[config.mk]
export PLATFORM = sky130hd
export DESIGN_NAME = button_press_duration_stats
export DESIGN_NICKNAME = d
export VERILOG_FILES = /design/src/hw/rtl/bpds_pkg.sv /design/src/hw/rtl/button_press_duration_stats.sv /design/src/hw/rtl/bpds_ctrl.sv /design/src/hw/rtl/bpds_dp.sv
export SDC_FILE = /design/constraint.sdc
export NUM_CORES = 1
export LEC_CHECK = 0
export ABC_AREA = 0
export BUFFER_PORTS_ARGS = -buffer_cell sky130_fd_sc_hd__buf_2
export CELL_PAD_IN_SITES_DETAIL_PLACEMENT = 1
export CELL_PAD_IN_SITES_GLOBAL_PLACEMENT = 2
export CORE_MARGIN = 1
export CORE_UTILIZATION = 40
export CTS_CLUSTER_SIZE = 12
export DETAILED_ROUTE_END_ITERATION = 6
export GPL_ROUTABILITY_DRIVEN = 1
export PLACE_DENSITY = 0.86
export SYNTH_ARGS = -nofsm -noshare
export SYNTH_HDL_FRONTEND = slang
export SYNTH_SLANG_ARGS = --single-unit
[constraint.sdc]
create_clock -name clk -period 14.6 [get_ports clk]
set_clock_uncertainty 0.05 [all_clocks]
set_input_delay 3.65 -clock clk [delete_from_list [all_inputs] [get_ports clk]]
set_output_delay 3.65 -clock clk [all_outputs]
set_load 0.01 [all_outputs]
[src/hw/rtl/bpds_pkg.sv]
// ----------------------------------------------------------------------------
// bpds_pkg
// Shared types and constants of the button press duration statistics block.
// ----------------------------------------------------------------------------
package bpds_pkg;

	localparam int NUM_TASKS = 3;
	localparam int CFG_IDX_W = 3;
	localparam int CFG_DATA_W = 16;
	localparam int TIME_W = 32;
	localparam int CNT_W = 16;
	localparam int TOG_W = 5;
	localparam int DIV_STEPS = 32;
	localparam int DIV_CNT_W = $clog2(DIV_STEPS);

	// Task slots in the countdown arrays.
	localparam int TASK_BUTTON = 0;
	localparam int TASK_STATS = 1;
	localparam int TASK_REPORT = 2;

	// Configuration register indexes.
	localparam logic [CFG_IDX_W-1:0] REG_BUTTON_PERIOD = 3'd0;
	localparam logic [CFG_IDX_W-1:0] REG_BUTTON_OFFSET = 3'd1;
	localparam logic [CFG_IDX_W-1:0] REG_STATS_PERIOD = 3'd2;
	localparam logic [CFG_IDX_W-1:0] REG_STATS_OFFSET = 3'd3;
	localparam logic [CFG_IDX_W-1:0] REG_REPORT_PERIOD = 3'd4;
	localparam logic [CFG_IDX_W-1:0] REG_REPORT_OFFSET = 3'd5;
	localparam logic [CFG_IDX_W-1:0] REG_LONG_THRESHOLD = 3'd6;

	// Register reset values.
	localparam logic [CFG_DATA_W-1:0] RST_BUTTON_PERIOD = 16'd20;
	localparam logic [CFG_DATA_W-1:0] RST_BUTTON_OFFSET = 16'd0;
	localparam logic [CFG_DATA_W-1:0] RST_STATS_PERIOD = 16'd50;
	localparam logic [CFG_DATA_W-1:0] RST_STATS_OFFSET = 16'd10;
	localparam logic [CFG_DATA_W-1:0] RST_REPORT_PERIOD = 16'd10000;
	localparam logic [CFG_DATA_W-1:0] RST_REPORT_OFFSET = 16'd20;
	localparam logic [CFG_DATA_W-1:0] RST_LONG_THRESHOLD = 16'd500;

	localparam logic [TOG_W-1:0] LONG_TOGGLES = 5'd20;
	localparam logic [TOG_W-1:0] SHORT_TOGGLES = 5'd10;

	// Commands from the controller to the datapath.
	typedef struct packed {
		logic capture;
		logic step_btn;
		logic step_stats;
		logic step_report;
		logic div_step;
		logic out_load;
	} bpds_cmd_t;

	// Status from the datapath to the controller.
	typedef struct packed {
		logic need_div;
		logic div_last;
	} bpds_status_t;

endpackage

[src/hw/rtl/button_press_duration_stats.sv]
// ----------------------------------------------------------------------------
// button_press_duration_stats
// Millisecond tick scheduler that times button presses, keeps press
// statistics, blinks a lamp and reports counts with an average duration.
//
// Channel   Direction  Handshake             Beat contents
// in        in         in_valid / in_ready   button_level
// out       out        out_valid / out_ready lamps, press and report fields
// cfg       in         cfg_we                cfg_index, cfg_data
//
// A tick's result passes through the button, stats and report steps, and on a
// report tick with at least one counted press through the 32-step serial
// divider, before it enters the output register; the next tick can be
// accepted once that result has been loaded.
// A result waits in the output register while the next tick is accepted and
// worked on; a tick only stalls once its result is ready and the register
// is still full.
// Reset is asynchronous; no clearing pass, the block takes ticks right after.
// ----------------------------------------------------------------------------
module button_press_duration_stats import bpds_pkg::*; (
	input  logic                  clk,
	input  logic                  arst_n,
	input  logic                  in_valid,
	output logic                  in_ready,
	input  logic                  button_level,
	output logic                  out_valid,
	input  logic                  out_ready,
	output logic                  green_lamp,
	output logic                  red_lamp,
	output logic                  yellow_lamp,
	output logic                  press_done,
	output logic [TIME_W-1:0]     press_length,
	output logic                  press_long,
	output logic                  report_valid,
	output logic [CNT_W-1:0]      report_total,
	output logic [CNT_W-1:0]      report_short,
	output logic [CNT_W-1:0]      report_long,
	output logic [TIME_W-1:0]     report_average,
	output logic                  average_valid,
	input  logic                  cfg_we,
	input  logic [CFG_IDX_W-1:0]  cfg_index,
	input  logic [CFG_DATA_W-1:0] cfg_data
);

	bpds_cmd_t    cmd;
	bpds_status_t status;

	bpds_ctrl u_ctrl (
		.clk       (clk),
		.arst_n    (arst_n),
		.in_valid  (in_valid),
		.in_ready  (in_ready),
		.out_valid (out_valid),
		.out_ready (out_ready),
		.status    (status),
		.cmd       (cmd)
	);

	bpds_dp u_dp (
		.clk            (clk),
		.arst_n         (arst_n),
		.cmd            (cmd),
		.status         (status),
		.cfg_we         (cfg_we),
		.cfg_index      (cfg_index),
		.cfg_data       (cfg_data),
		.button_level   (button_level),
		.green_lamp     (green_lamp),
		.red_lamp       (red_lamp),
		.yellow_lamp    (yellow_lamp),
		.press_done     (press_done),
		.press_length   (press_length),
		.press_long     (press_long),
		.report_valid   (report_valid),
		.report_total   (report_total),
		.report_short   (report_short),
		.report_long    (report_long),
		.report_average (report_average),
		.average_valid  (average_valid)
	);

endmodule

[src/hw/rtl/bpds_ctrl.sv]
// ----------------------------------------------------------------------------
// bpds_ctrl
// Sequencer: steps one tick through the button, stats and report tasks, runs
// the serial divider when a report needs an average, and hands results to
// the output register.
// ----------------------------------------------------------------------------
module bpds_ctrl import bpds_pkg::*; (
	input  logic         clk,
	input  logic         arst_n,
	input  logic         in_valid,
	output logic         in_ready,
	output logic         out_valid,
	input  logic         out_ready,
	input  bpds_status_t status,
	output bpds_cmd_t    cmd
);

	typedef enum logic [5:0] {
		S_IDLE   = 6'b000001,
		S_BTN    = 6'b000010,
		S_STATS  = 6'b000100,
		S_REPORT = 6'b001000,
		S_DIV    = 6'b010000,
		S_FINISH = 6'b100000
	} state_t;

	state_t state_q, state_n;
	logic   out_valid_q;

	assign in_ready = (state_q == S_IDLE);
	assign out_valid = out_valid_q;

	always_comb begin
		state_n = state_q;
		cmd = '0;
		unique case (state_q)
			S_IDLE: begin
				if (in_valid) begin
					cmd.capture = 1'b1;
					state_n = S_BTN;
				end
			end
			S_BTN: begin
				cmd.step_btn = 1'b1;
				state_n = S_STATS;
			end
			S_STATS: begin
				cmd.step_stats = 1'b1;
				state_n = S_REPORT;
			end
			S_REPORT: begin
				cmd.step_report = 1'b1;
				state_n = status.need_div ? S_DIV : S_FINISH;
			end
			S_DIV: begin
				cmd.div_step = 1'b1;
				if (status.div_last) begin
					state_n = S_FINISH;
				end
			end
			S_FINISH: begin
				// The output register may still hold the previous beat.
				if (!out_valid_q || out_ready) begin
					cmd.out_load = 1'b1;
					state_n = S_IDLE;
				end
			end
			default: begin
				state_n = S_IDLE;
			end
		endcase
	end

	always_ff @(posedge clk or negedge arst_n) begin
		if (!arst_n) begin
			state_q <= S_IDLE;
			out_valid_q <= 1'b0;
		end else begin
			state_q <= state_n;
			if (cmd.out_load) begin
				out_valid_q <= 1'b1;
			end else if (out_ready) begin
				out_valid_q <= 1'b0;
			end
		end
	end

`ifndef SYNTHESIS
	a_accept_starts_tick: assert property (@(posedge clk) disable iff (!arst_n)
		in_valid && in_ready |=> state_q == S_BTN)
		else $error("accepted tick did not start the button step");

	a_no_overwrite: assert property (@(posedge clk) disable iff (!arst_n)
		cmd.out_load |-> (!out_valid_q || out_ready))
		else $error("output register overwritten before it was taken");

	a_div_ends: assert property (@(posedge clk) disable iff (!arst_n)
		state_q == S_DIV && status.div_last |=> state_q == S_FINISH)
		else $error("divider did not end after its last step");
`endif

endmodule

[src/hw/rtl/bpds_dp.sv]
// ----------------------------------------------------------------------------
// bpds_dp
// Datapath: tick counter, task countdowns, press timing, statistics counters,
// a restoring serial divider for the average, and the output register.
// ----------------------------------------------------------------------------
module bpds_dp import bpds_pkg::*; (
	input  logic                  clk,
	input  logic                  arst_n,
	input  bpds_cmd_t             cmd,
	output bpds_status_t          status,
	input  logic                  cfg_we,
	input  logic [CFG_IDX_W-1:0]  cfg_index,
	input  logic [CFG_DATA_W-1:0] cfg_data,
	input  logic                  button_level,
	output logic                  green_lamp,
	output logic                  red_lamp,
	output logic                  yellow_lamp,
	output logic                  press_done,
	output logic [TIME_W-1:0]     press_length,
	output logic                  press_long,
	output logic                  report_valid,
	output logic [CNT_W-1:0]      report_total,
	output logic [CNT_W-1:0]      report_short,
	output logic [CNT_W-1:0]      report_long,
	output logic [TIME_W-1:0]     report_average,
	output logic                  average_valid
);

	// Architectural state.
	logic [CFG_DATA_W-1:0] period_q [NUM_TASKS];
	logic [CFG_DATA_W-1:0] cd_q [NUM_TASKS];
	logic [CFG_DATA_W-1:0] thresh_q;
	logic [TIME_W-1:0]     now_q;
	logic                  was_pressed_q;
	logic [TIME_W-1:0]     start_q;
	logic                  ev_pend_q;
	logic [TIME_W-1:0]     ev_dur_q;
	logic                  ev_long_q;
	logic [CNT_W-1:0]      total_q;
	logic [CNT_W-1:0]      short_q;
	logic [CNT_W-1:0]      long_q;
	logic [TIME_W-1:0]     ssum_q;
	logic [TIME_W-1:0]     lsum_q;
	logic [TOG_W-1:0]      toggles_q;
	logic                  green_q;
	logic                  red_q;
	logic                  yellow_q;

	// Per-tick working registers.
	logic                  level_q;
	logic [NUM_TASKS-1:0]  fire_q;
	logic                  done_q;
	logic [TIME_W-1:0]     dlen_q;
	logic                  dlong_q;
	logic                  rep_q;
	logic [CNT_W-1:0]      rtot_q;
	logic [CNT_W-1:0]      rshort_q;
	logic [CNT_W-1:0]      rlong_q;
	logic                  avg_ok_q;
	logic [CNT_W-1:0]      div_q;
	logic [CNT_W-1:0]      rem_q;
	logic [TIME_W-1:0]     quo_q;
	logic [DIV_CNT_W-1:0]  div_cnt_q;

	// Output register.
	logic                  green_out_q;
	logic                  red_out_q;
	logic                  yellow_out_q;
	logic                  done_out_q;
	logic [TIME_W-1:0]     dlen_out_q;
	logic                  dlong_out_q;
	logic                  rep_out_q;
	logic [CNT_W-1:0]      rtot_out_q;
	logic [CNT_W-1:0]      rshort_out_q;
	logic [CNT_W-1:0]      rlong_out_q;
	logic [TIME_W-1:0]     avg_out_q;
	logic                  avg_ok_out_q;

	logic [NUM_TASKS-1:0]  fire_c;
	logic [TIME_W-1:0]     dlen_c;
	logic                  dlong_c;
	logic [TOG_W-1:0]      tog_src_c;
	logic [CNT_W:0]        rem_sh_c;
	logic [CNT_W:0]        rem_sub_c;
	logic                  rem_ge_c;

	always_comb begin
		for (int i = 0; i < NUM_TASKS; i++) begin
			fire_c[i] = (cd_q[i] <= CFG_DATA_W'(1));
		end
	end

	// now_q already holds the tick count after this tick's increment.
	assign dlen_c = now_q - start_q;
	assign dlong_c = (dlen_c >= {{(TIME_W-CFG_DATA_W){1'b0}}, thresh_q});

	// A consumed event restarts the blink sequence before this run's toggle.
	assign tog_src_c = ev_pend_q ? (ev_long_q ? LONG_TOGGLES : SHORT_TOGGLES) : toggles_q;

	assign rem_sh_c = {rem_q, quo_q[TIME_W-1]};
	assign rem_sub_c = rem_sh_c - {1'b0, div_q};
	assign rem_ge_c = (rem_sh_c >= {1'b0, div_q});

	assign status.need_div = fire_q[TASK_REPORT] && (total_q != '0);
	assign status.div_last = (div_cnt_q == DIV_CNT_W'(DIV_STEPS - 1));

	always_ff @(posedge clk or negedge arst_n) begin
		if (!arst_n) begin
			period_q[TASK_BUTTON] <= RST_BUTTON_PERIOD;
			period_q[TASK_STATS] <= RST_STATS_PERIOD;
			period_q[TASK_REPORT] <= RST_REPORT_PERIOD;
			cd_q[TASK_BUTTON] <= RST_BUTTON_OFFSET;
			cd_q[TASK_STATS] <= RST_STATS_OFFSET;
			cd_q[TASK_REPORT] <= RST_REPORT_OFFSET;
			thresh_q <= RST_LONG_THRESHOLD;
			now_q <= TIME_W'(1);
			was_pressed_q <= 1'b0;
			start_q <= '0;
			ev_pend_q <= 1'b0;
			ev_dur_q <= '0;
			ev_long_q <= 1'b0;
			total_q <= '0;
			short_q <= '0;
			long_q <= '0;
			ssum_q <= '0;
			lsum_q <= '0;
			toggles_q <= '0;
			green_q <= 1'b0;
			red_q <= 1'b0;
			yellow_q <= 1'b0;
		end else begin
			if (cmd.step_btn) begin
				now_q <= now_q + TIME_W'(1);
				for (int i = 0; i < NUM_TASKS; i++) begin
					cd_q[i] <= fire_c[i] ? period_q[i] : cd_q[i] - CFG_DATA_W'(1);
				end
				if (fire_c[TASK_BUTTON]) begin
					if (level_q && !was_pressed_q) begin
						start_q <= now_q;
						green_q <= 1'b0;
						red_q <= 1'b0;
					end else if (!level_q && was_pressed_q) begin
						green_q <= !dlong_c;
						red_q <= dlong_c;
						ev_dur_q <= dlen_c;
						ev_long_q <= dlong_c;
						ev_pend_q <= 1'b1;
					end
					was_pressed_q <= level_q;
				end
			end
			if (cmd.step_stats && fire_q[TASK_STATS]) begin
				if (ev_pend_q) begin
					ev_pend_q <= 1'b0;
					total_q <= total_q + CNT_W'(1);
					if (ev_long_q) begin
						long_q <= long_q + CNT_W'(1);
						lsum_q <= lsum_q + ev_dur_q;
					end else begin
						short_q <= short_q + CNT_W'(1);
						ssum_q <= ssum_q + ev_dur_q;
					end
				end
				if (tog_src_c != '0) begin
					yellow_q <= !yellow_q;
					toggles_q <= tog_src_c - TOG_W'(1);
				end else begin
					yellow_q <= 1'b0;
					toggles_q <= '0;
				end
			end
			if (cmd.step_report && fire_q[TASK_REPORT]) begin
				total_q <= '0;
				short_q <= '0;
				long_q <= '0;
				ssum_q <= '0;
				lsum_q <= '0;
			end
			// An offset write restarts that task's phase at once.
			if (cfg_we) begin
				unique case (cfg_index)
					REG_BUTTON_PERIOD: period_q[TASK_BUTTON] <= cfg_data;
					REG_BUTTON_OFFSET: cd_q[TASK_BUTTON] <= cfg_data;
					REG_STATS_PERIOD: period_q[TASK_STATS] <= cfg_data;
					REG_STATS_OFFSET: cd_q[TASK_STATS] <= cfg_data;
					REG_REPORT_PERIOD: period_q[TASK_REPORT] <= cfg_data;
					REG_REPORT_OFFSET: cd_q[TASK_REPORT] <= cfg_data;
					REG_LONG_THRESHOLD: thresh_q <= cfg_data;
					default: begin
					end
				endcase
			end
		end
	end

	always_ff @(posedge clk) begin
		if (cmd.capture) begin
			level_q <= button_level;
		end
		if (cmd.step_btn) begin
			fire_q <= fire_c;
			done_q <= fire_c[TASK_BUTTON] && !level_q && was_pressed_q;
			dlen_q <= (fire_c[TASK_BUTTON] && !level_q && was_pressed_q) ? dlen_c : '0;
			dlong_q <= fire_c[TASK_BUTTON] && !level_q && was_pressed_q && dlong_c;
		end
		if (cmd.step_report) begin
			rep_q <= fire_q[TASK_REPORT];
			rtot_q <= fire_q[TASK_REPORT] ? total_q : '0;
			rshort_q <= fire_q[TASK_REPORT] ? short_q : '0;
			rlong_q <= fire_q[TASK_REPORT] ? long_q : '0;
			avg_ok_q <= status.need_div;
			div_q <= total_q;
			rem_q <= '0;
			div_cnt_q <= '0;
			quo_q <= status.need_div ? ssum_q + lsum_q : '0;
		end
		if (cmd.div_step) begin
			rem_q <= rem_ge_c ? rem_sub_c[CNT_W-1:0] : rem_sh_c[CNT_W-1:0];
			quo_q <= {quo_q[TIME_W-2:0], rem_ge_c};
			div_cnt_q <= div_cnt_q + DIV_CNT_W'(1);
		end
		if (cmd.out_load) begin
			green_out_q <= green_q;
			red_out_q <= red_q;
			yellow_out_q <= yellow_q;
			done_out_q <= done_q;
			dlen_out_q <= dlen_q;
			dlong_out_q <= dlong_q;
			rep_out_q <= rep_q;
			rtot_out_q <= rtot_q;
			rshort_out_q <= rshort_q;
			rlong_out_q <= rlong_q;
			avg_out_q <= quo_q;
			avg_ok_out_q <= avg_ok_q;
		end
	end

	assign green_lamp = green_out_q;
	assign red_lamp = red_out_q;
	assign yellow_lamp = yellow_out_q;
	assign press_done = done_out_q;
	assign press_length = dlen_out_q;
	assign press_long = dlong_out_q;
	assign report_valid = rep_out_q;
	assign report_total = rtot_out_q;
	assign report_short = rshort_out_q;
	assign report_long = rlong_out_q;
	assign report_average = avg_out_q;
	assign average_valid = avg_ok_out_q;

`ifndef SYNTHESIS
	a_toggles_bounded: assert property (@(posedge clk) disable iff (!arst_n)
		toggles_q <= LONG_TOGGLES)
		else $error("blink toggle count out of range");

	a_rem_below_divisor: assert property (@(posedge clk) disable iff (!arst_n)
		cmd.div_step |=> rem_q < div_q)
		else $error("divider remainder not below divisor");

	a_no_avg_without_div: assert property (@(posedge clk) disable iff (!arst_n)
		cmd.step_report && !status.need_div |=> quo_q == '0 && !avg_ok_q)
		else $error("average present without a division");
`endif

endmodule

Word level (Yosys, flattened, before mapping) --
Cells that the tools add are included.
Operators by class: add/sub/neg operators 14, reduce and logical (&&, ||, !) cells 35, bitwise gates (word level) 1, equality and inequality tests 17, $lt $le $gt $ge 5, mux-type cells 64
Operators with widths (count):
- 32-bit two-way mux | 11
- 16-bit two-way mux | 20
- 32-bit adder | 3
- 48-bit two-way mux | 2
- 16-bit by 1-bit adder with 16-bit output (second input constant) | 3
- 16-bit by 1-bit less-or-equal comparator with 1-bit output (second input constant) | 3
- 16-bit by 1-bit subtractor with 16-bit output (second input constant) | 3
- 6-bit one-hot mux with 6 select lines | 1
- 32-bit by 1-bit adder with 32-bit output (second input constant) | 1
- 32-bit by 16-bit >= comparator with 1-bit output | 1
- 32-bit subtractor | 1
- 5-bit two-way mux | 5
- 6-bit two-way mux | 4
- 1-bit two-way mux | 21
- 17-bit by 16-bit >= comparator with 1-bit output | 1
- 16-bit nonzero test | 1
- 16-bit subtractor | 1
- 3-bit AND reduction | 5
- 2-bit AND reduction | 6
- 2-bit nonzero test | 6
- 3-bit equality test (second input constant) | 3
- 1-bit logical AND | 8
- 3-bit by 2-bit equality test with 1-bit output (second input constant) | 2
- 6-bit by 1-bit equality test with 1-bit output (second input constant) | 1
- 17 further kinds | 23
Word-level totals: output and inout bits 121, input bits 25, flip-flop bits (word level) 614, word-level logic and storage cells 186

Logic depth before layout (Yosys ltp) --
Gate-level depths: netlist (run 1).
depth in word-level cells 8, depth in mapped cells 19, mapped depth without buffers 19

Modules after synthesis --
Synthesis (run 1) repeated with hierarchy kept, for this count alone.
Unflattened totals: cell total of the unflattened synthesis 3026, area total of the unflattened synthesis 32316.0 sq um
By module, submodules not included:
- bpds_dp | instances 1, seq. area each 16567.1 sq um, area an instance 31903.1 sq um, cells each 2986
- bpds_ctrl | instances 1, seq. area each 176.4 sq um, area an instance 412.9 sq um, cells each 40

Worst setup path after synthesis (run 1) --
Ideal clock, no wire load.
path kind in2reg, start input out_ready, end register u_dp.avg_ok_out_q, in the netlist u_dp.average_valid, enable pin, library setup time 0.612 ns, path buffers 0, cell stages on the path 2, required time 13.938 ns, slack 4.906 ns, data arrival time 9.033 ns, cells stage by stage nand2b_1 -> nor2b_1
RTL lines:
- from (decl) | RTL line button_press_duration_stats.sv:27 | input logic out_ready,
- to (signal assigned) | RTL line bpds_dp.sv:234 | avg_ok_out_q <= avg_ok_q;
- to (decl) | RTL line bpds_dp.sv:77 | logic avg_ok_out_q;

==> flow_metrics.py, run 1 <==
metrics = {
    "status": {
        "outcome": "finished, final reports clean",
    },
    "floorplan": {
        "pin_count": 146,
        "die_x_um": 285,
        "die_h_um": 285,
        "die_area_um2": 81400,
        "num_rows": 103,
        "fp.coreArea_um2": 79100,
        "initial_utilization_pct": 40.5,
    },
    "synth": {
        "synth.cell_area_um2": 32100,
        "ys.flop_type": "dfrtp_1",
        "postSynthAreaPerCell_um2": 10.6,
        "synth_compound_area_share_pct": 14.5,
        "yosysSeqAreaShare_pct": 52.2,
        "yosysTopAreaCell": "edfxtp_1",
        "synthMostInstantiatedCell": "dfrtp_1",
        "syn_nets": 3235,
        "postSynthCellCount": 3033,
        "netlist_top_cells_count": "316 x dfrtp_1, 275 x edfxtp_1, 261 x nor2_1",
        "synth_edf_count": 275,
        "synth_area_leaders": "edfxtp_1 26%, dfrtp_1 25%, ha_1 6.7%",
        "yosysWarnings": 0,
        "ys_ff_latch": 613,
        "synth_adder_area_share_pct": 7.02,
        "synthDistinctLibCells": 94,
        "synth-simple-area-share_pct": 14.4,
        "synthMuxAreaShare_pct": 3.69,
        "synth-xor-area-share_pct": 5.27,
        "async_reset_ff_share_pct": 55.1,
        "yosysTopAreaCellShare_pct": 25.7,
        "synth_top_family_by_area": "compound AO/OA/AOI/OAI gates",
    },
    "clocking": {
        "cts_tree": "built",
        "ctsHtreeMaxLevel": 3,
        "clk_pin_slew_ps": 60,
        "cts.sinks": 613,
        "cts_hold_buf": 0,
        "cts_root_buf": "clkbuf_16",
        "cts_resized": 0,
        "cts_buffers": 71,
        "clock_latency_ps": 640,
        "postCtsSetupBuffers": 0,
        "clockBufferDepth": 3,
    },
    "placed_design": {
        "port_buffers": 145,
        "globalplace.congestion": 0.872,
        "hpwl_um": 60800,
        "dpl_cell_area_um2": 33900,
    },
    "grt": {
        "grt.overflow.total": 0,
        "grtUsageTotal_pct": 20.6,
        "grt_pass1_vias": 24900,
        "antenna_found_initial": 2,
        "grt_max_degree": 86,
        "grt_pass1_wl_um": 136000,
    },
    "critical_path": {
        "cp_max_fo": 85,
        "crit_required_ps": 14790,
        "worst_ep_arrival_time_ps": 5870,
        "crit_path_start_kind": "input port",
        "critPathKind": "in2reg",
        "reg2reg_slack_ps": 9880,
        "endpoint_kind": "register",
    },
    "sta": {
        "rsz0062_at_grt": "no",
        "maxSlewViolCount": 0,
        "worst_pin_slew_ps": 1290,
        "max_slew_margin_pct": 13.2,
        "layout_min_cycle_time_ps": 5680,
        "fin_crit_sh_pct": 38.9,
        "tns_ps": 0,
        "finalSetupViolCount": 0,
        "hold_viol": 0,
        "clock.fmax_mhz": 176,
    },
    "cells_and_area": {
        "final_nets": 3367,
        "fin_area_um2": 36400,
        "synthToLayoutAreaGrowth_pct": 13.5,
        "utilization_pct": 46.0,
        "drive_above_1_share_pct": 13.9,
    },
    "detailed_routing": {
        "wl_um": 84000,
        "drtIter0Drc": 1321,
        "avgViaCountPerCell": 5.53,
        "wl_per_cell_um": 19.6,
        "dr.pass1.iters": 5,
        "vias": 23700,
        "drcViolationCount": 0,
        "antenna_left": 0,
    },
    "min_path": {
        "hold_path_class": "reg2reg",
    },
    "pwr": {
        "p_per_area_nw_per_um2": 126,
        "leakagePower_uw": 0.0159,
        "ir_drop_uv": 75.9,
    },
    "flow_run": {
        "max-cap-violations": 0,
    },
}
worst paths after layout:
check | startpoint | end | depth (start not counted)
min | u_dp.dlen_q[22] | u_dp.press_length[22] | 0
min in group asynchronous | arst_n | u_dp.now_q[29] | 1
max | out_ready | u_dp.press_length[13] | 4
min reg2reg | u_dp.dlen_q[22] | u_dp.press_length[22] | 0
max reg2reg | u_dp.now_q[0] | u_dp.dlong_q | 18
max in group asynchronous | arst_n | u_dp.period_q[18] | 3
sequential cells by signal, summed over array words and instances, names as in the netlist, 32 cells and up:
signal / count
u_dp.cd_q: 48
u_dp.dlen_q: 32
u_dp.ev_dur_q: 32
u_dp.lsum_q: 32
u_dp.now_q: 32
u_dp.period_q: 48
u_dp.press_length: 32
u_dp.quo_q: 32
u_dp.report_average: 32
u_dp.ssum_q: 32
u_dp.start_q: 32
through the flow:
| step | worst slack, ps | hold WS (ps) | cells | power [µW] |
|---|---|---|---|---|
| after global placement | 8360 | 352 | 4142 | 2710 |
| after global routing | 8740 | 359 | 4274 | 4800 |
| after floorplan | 4910 | 350 | 3033 | 2520 |
| final | 8920 | 369 | 4275 | 4590 |
| after detailed placement | 8230 | 356 | 4142 | 2770 |
| after CTS | 8890 | 363 | 4274 | 4650 |
logic make-up (layout without fill, tap and decap cells):
| group | after synthesis | after routing |
|---|---|---|
| compound gates | 730 | 730 |
| xor+xnor | 193 | 193 |
| fa+ha+maj | 177 | 177 |
| buf+inv | 244 | 435 |
| flops | 613 | 613 |
| mux | 106 | 106 |
| other cells | 0 | 1 |
| simple gates | 970 | 970 |
layer usage:
metal / GRT usage [%] / vias to the layer above / routed length, µm
met4: 5.66 / 0 / 1650
li1: - / 11200 / -
met5: 0 / - / 0
met1: 27.5 / 12000 / 38300
met3: 2.73 / 111 / 2820
met2: 35.2 / 341 / 41200
worst max-delay path, cell delays in order:
cell      delay (ps)
buf_2            110
nand2b_1         160
nor2b_4          800
buf_4            990
where the power goes:
part	leakage, µW	internal, µW	total [µW]	switching, µW
sequential	0.00730	1920	2030	101
clock	0.00120	1100	1870	762
combinational	0.00737	279	703	424
total	0.0159	3310	4590	1290
layout by cell type (no fill, tap or decap), types with 53 or more instances in the layout:
cell type | Yosys | routed
inv_1 | 131 | 130
dfrtp_1 | 316 | 316
mux2_2 | 99 | 99
xor2_1 | 91 | 91
buf_2 | 5 | 144
and2_1 | 65 | 65
ha_1 | 172 | 172
a21oi_1 | 188 | 188
nand2_1 | 260 | 258
nand3_1 | 134 | 130
nor2_1 | 261 | 261
edfxtp_1 | 275 | 275
xnor2_1 | 102 | 102
o21ai_0 | 220 | 220
nor3_1 | 54 | 53
a21o_1 | 62 | 62
clkbuf_16 | 0 | 72
layout make-up:
| type | count | area, µm² |
|---|---|---|
| Timing Repair Buffer | 171 | 931 |
| Multi-Input combinational cell | 2176 | 14400 |
| Fill cell | 8686 | 42700 |
| Sequential cell | 613 | 16700 |
| Clock inverter | 32 | 507 |
| Tap cell | 1050 | 1310 |
| Inverter | 132 | 495 |
| Antenna cell | 1 | 2.50 |
| Clock buffer | 100 | 1970 |
No activity file was read; power rests on OpenSTA's default activity.
==> run 2: changes to the inputs <==
==> constraint.sdc (replaced) <==
create_clock -name clk -period 5.7 [get_ports clk]
set_clock_uncertainty 0.05 [all_clocks]
set_input_delay 1.425 -clock clk [delete_from_list [all_inputs] [get_ports clk]]
set_output_delay 1.425 -clock clk [all_outputs]
set_load 0.01 [all_outputs]
==> run 2 against run 1 <==
Net effect:
- worst hold slack worse by 10 ps
- design area down 0.13%
- routed wire length up 2.8%
- sequential power rose to 2.6 times the previous value
- global-route usage up 0.72 points
- largest power group unchanged
==> flow_metrics.py, run 2 (synthesized netlist as in run 1, its figures left out) <==
metrics = {
    "sta": {
        "rsz0062_at_grt": "no",
        "maxSlewViolCount": 0,
        "worst_pin_slew_ps": 1250,
        "fin_crit_sh_pct": 79.4,
        "layout_min_cycle_time_ps": 4530,
        "hold_viol": 0,
        "tns_ps": 0,
        "clock.fmax_mhz": 221,
        "max_slew_margin_pct": 16.6,
        "finalSetupViolCount": 0,
    },
    "clocking": {
        "cts_tree": "built",
        "cts.sinks": 613,
        "cts_root_buf": "clkbuf_16",
        "cts_buffers": 71,
        "clk_pin_slew_ps": 60,
        "postCtsSetupBuffers": 0,
        "cts_hold_buf": 0,
        "clockBufferDepth": 3,
        "cts_resized": 0,
        "clock_latency_ps": 640,
        "ctsHtreeMaxLevel": 3,
    },
    "critical_path": {
        "endpoint_kind": "register",
        "cp_max_fo": 4,
        "crit_top_cell": "inv_1",
        "timing.critical_path.buf_inv": 3,
        "reg2reg_depth": 18,
        "path_cells": "inv_1, ha_1, inv_1, fa_1, a211o_1, a21oi_4, a211oi_2, nor2_1, xor2_1, inv_1, ha_1, a211o_1, o221ai_1, o211ai_1, and4b_1, and4b_1, nand4_2, and2_1",
        "cp.depth": 18,
        "critPathKind": "reg2reg",
        "crit_family": "compound AO/OA/AOI/OAI gates",
        "crit_path_start_kind": "register",
        "crit_required_ps": 6040,
        "slowest_delay_ps": 490,
        "cp_slowest_cell": "fa_1",
        "worst_ep_arrival_time_ps": 4860,
    },
    "detailed_routing": {
        "drtIter0Drc": 1377,
        "antenna_left": 0,
        "dr.pass1.iters": 5,
        "wl_per_cell_um": 20.2,
        "drcViolationCount": 0,
        "avgViaCountPerCell": 5.55,
        "wl_um": 86400,
        "vias": 23700,
    },
    "pwr": {
        "seqPwrFrac_pct": 44.8,
        "power_uw": 11600,
        "switching_share_pct": 28.3,
        "combPwrFrac_pct": 15.6,
        "p_int_uw": 8300,
        "ir_drop_uv": 205,
        "p_per_area_nw_per_um2": 318,
        "p_sw_uw": 3270,
        "pwr-share-clk_pct": 39.7,
        "leakagePower_uw": 0.0158,
    },
    "flow_run": {
        "max-cap-violations": 0,
    },
    "grt": {
        "antenna_found_initial": 2,
        "grtUsageTotal_pct": 21.4,
        "grt_pass1_vias": 25400,
        "grt_max_degree": 103,
        "grt.overflow.total": 0,
        "grt_pass1_wl_um": 140000,
    },
    "floorplan": {
        "die_x_um": 285,
        "die_h_um": 285,
        "die_area_um2": 81400,
        "pin_count": 146,
        "initial_utilization_pct": 40.5,
        "num_rows": 103,
        "fp.coreArea_um2": 79100,
    },
    "cells_and_area": {
        "synthToLayoutAreaGrowth_pct": 13.3,
        "largestRegisters": "u_dp.cd_q x48, u_dp.period_q x48",
        "layout_common_cells": "316 x dfrtp_1, 275 x edfxtp_1, 259 x nor2_1",
        "instances_no_fill": 4274,
        "drive_above_1_share_pct": 14.1,
        "final_nets": 3367,
        "nFillCells": 8706,
        "layout_commonest_cell": "dfrtp_1",
    },
    "min_path": {
        "hold_path_class": "reg2reg",
        "whs_path_depth": 0,
    },
    "status": {
        "outcome": "finished, final reports clean",
    },
    "placed_design": {
        "port_buffers": 145,
        "dp.cells": 4142,
        "hpwl_um": 61700,
        "globalplace.congestion": 0.887,
    },
}
[run 2: changes by cell type in the layout (fill, tap and decap cells not counted), moves of 2 or more]
| cell | change |
|---|---|
| clkbuf_8 | +8 |
| bufinv_16 | -6 |
| buf_12 | +3 |
| buf_4 | -3 |
| clkbuf_1 | -3 |
| inv_6 | +2 |
| nor2_1 | -2 |
| nor2_2 | +2 |
[run 2: metrics by stage]
step	hold slack (ps)	setup WS (ps)	area (µm²)	utilization, %
after CTS	352	1120	36400	45.9
after floorplan	350	533	32100	-
after global routing	370	861	36400	46.0
final	359	1170	36400	46.0
after global placement	354	1310	34000	42.9
after detailed placement	356	1140	34000	42.9
[run 2: worst reg2reg max path, cell delays in order (launching register included)]
cell,delay (ps)
dfstp_2,380
inv_1,110
ha_1,190
inv_1,70
fa_1,490
a211o_1,320
a21oi_4,200
a211oi_2,130
nor2_1,140
xor2_1,290
inv_1,80
ha_1,320
a211o_1,270
o221ai_1,190
o211ai_1,140
and4b_1,260
and4b_1,200
nand4_2,200
and2_1,270
[run 2: worst paths after layout]
check | start | end | slack, ps
worst max-delay path | u_dp.now_q[0] | u_dp.dlong_q | 1170
worst min-delay path | u_dp.dlen_q[5] | u_dp.press_length[5] | 360
worst max register to register | u_dp.now_q[0] | u_dp.dlong_q | 1170
worst min register to register | u_dp.dlen_q[5] | u_dp.press_length[5] | 360
max in group asynchronous | arst_n | u_dp.ssum_q[20] | 3770
min in group asynchronous | arst_n | u_dp.period_q[14] | 770
[run 2: layout make-up]
| class | count | area [µm²] | area share [%] |
|---|---|---|---|
| flip-flops and latches | 613 | 16700 | 46.0 |
| clock buffers | 105 | 2070 | 5.68 |
| repair buffers | 171 | 968 | 2.66 |
| multi-input cells | 2176 | 14500 | 39.8 |
| diodes | 1 | 2.50 | 0.00688 |
| inverters | 132 | 495 | 1.36 |
| clock inverters | 26 | 317 | 0.871 |
| well taps | 1050 | 1310 | 3.61 |
[run 2: layer usage]
metal / part of all wire, % / up-vias / track usage, %
met5: 0 / - / 0
met4: 2.5 / 0 / 6.48
met3: 3.1 / 134 / 2.50
met2: 49 / 396 / 36.2
met1: 46 / 12000 / 28.6
li1: - / 11200 / -
[run 2: power groups by stage]
stage | combinational (µW) | sequential (µW) | clock (µW)
final | 1800 | 5180 | 4590
after global routing | 2010 | 5220 | 4870
after detailed placement | 1810 | 5260 | 0
after CTS | 1820 | 5180 | 4720
after global placement | 1700 | 5240 | 0
after floorplan | 1280 | 5170 | 0
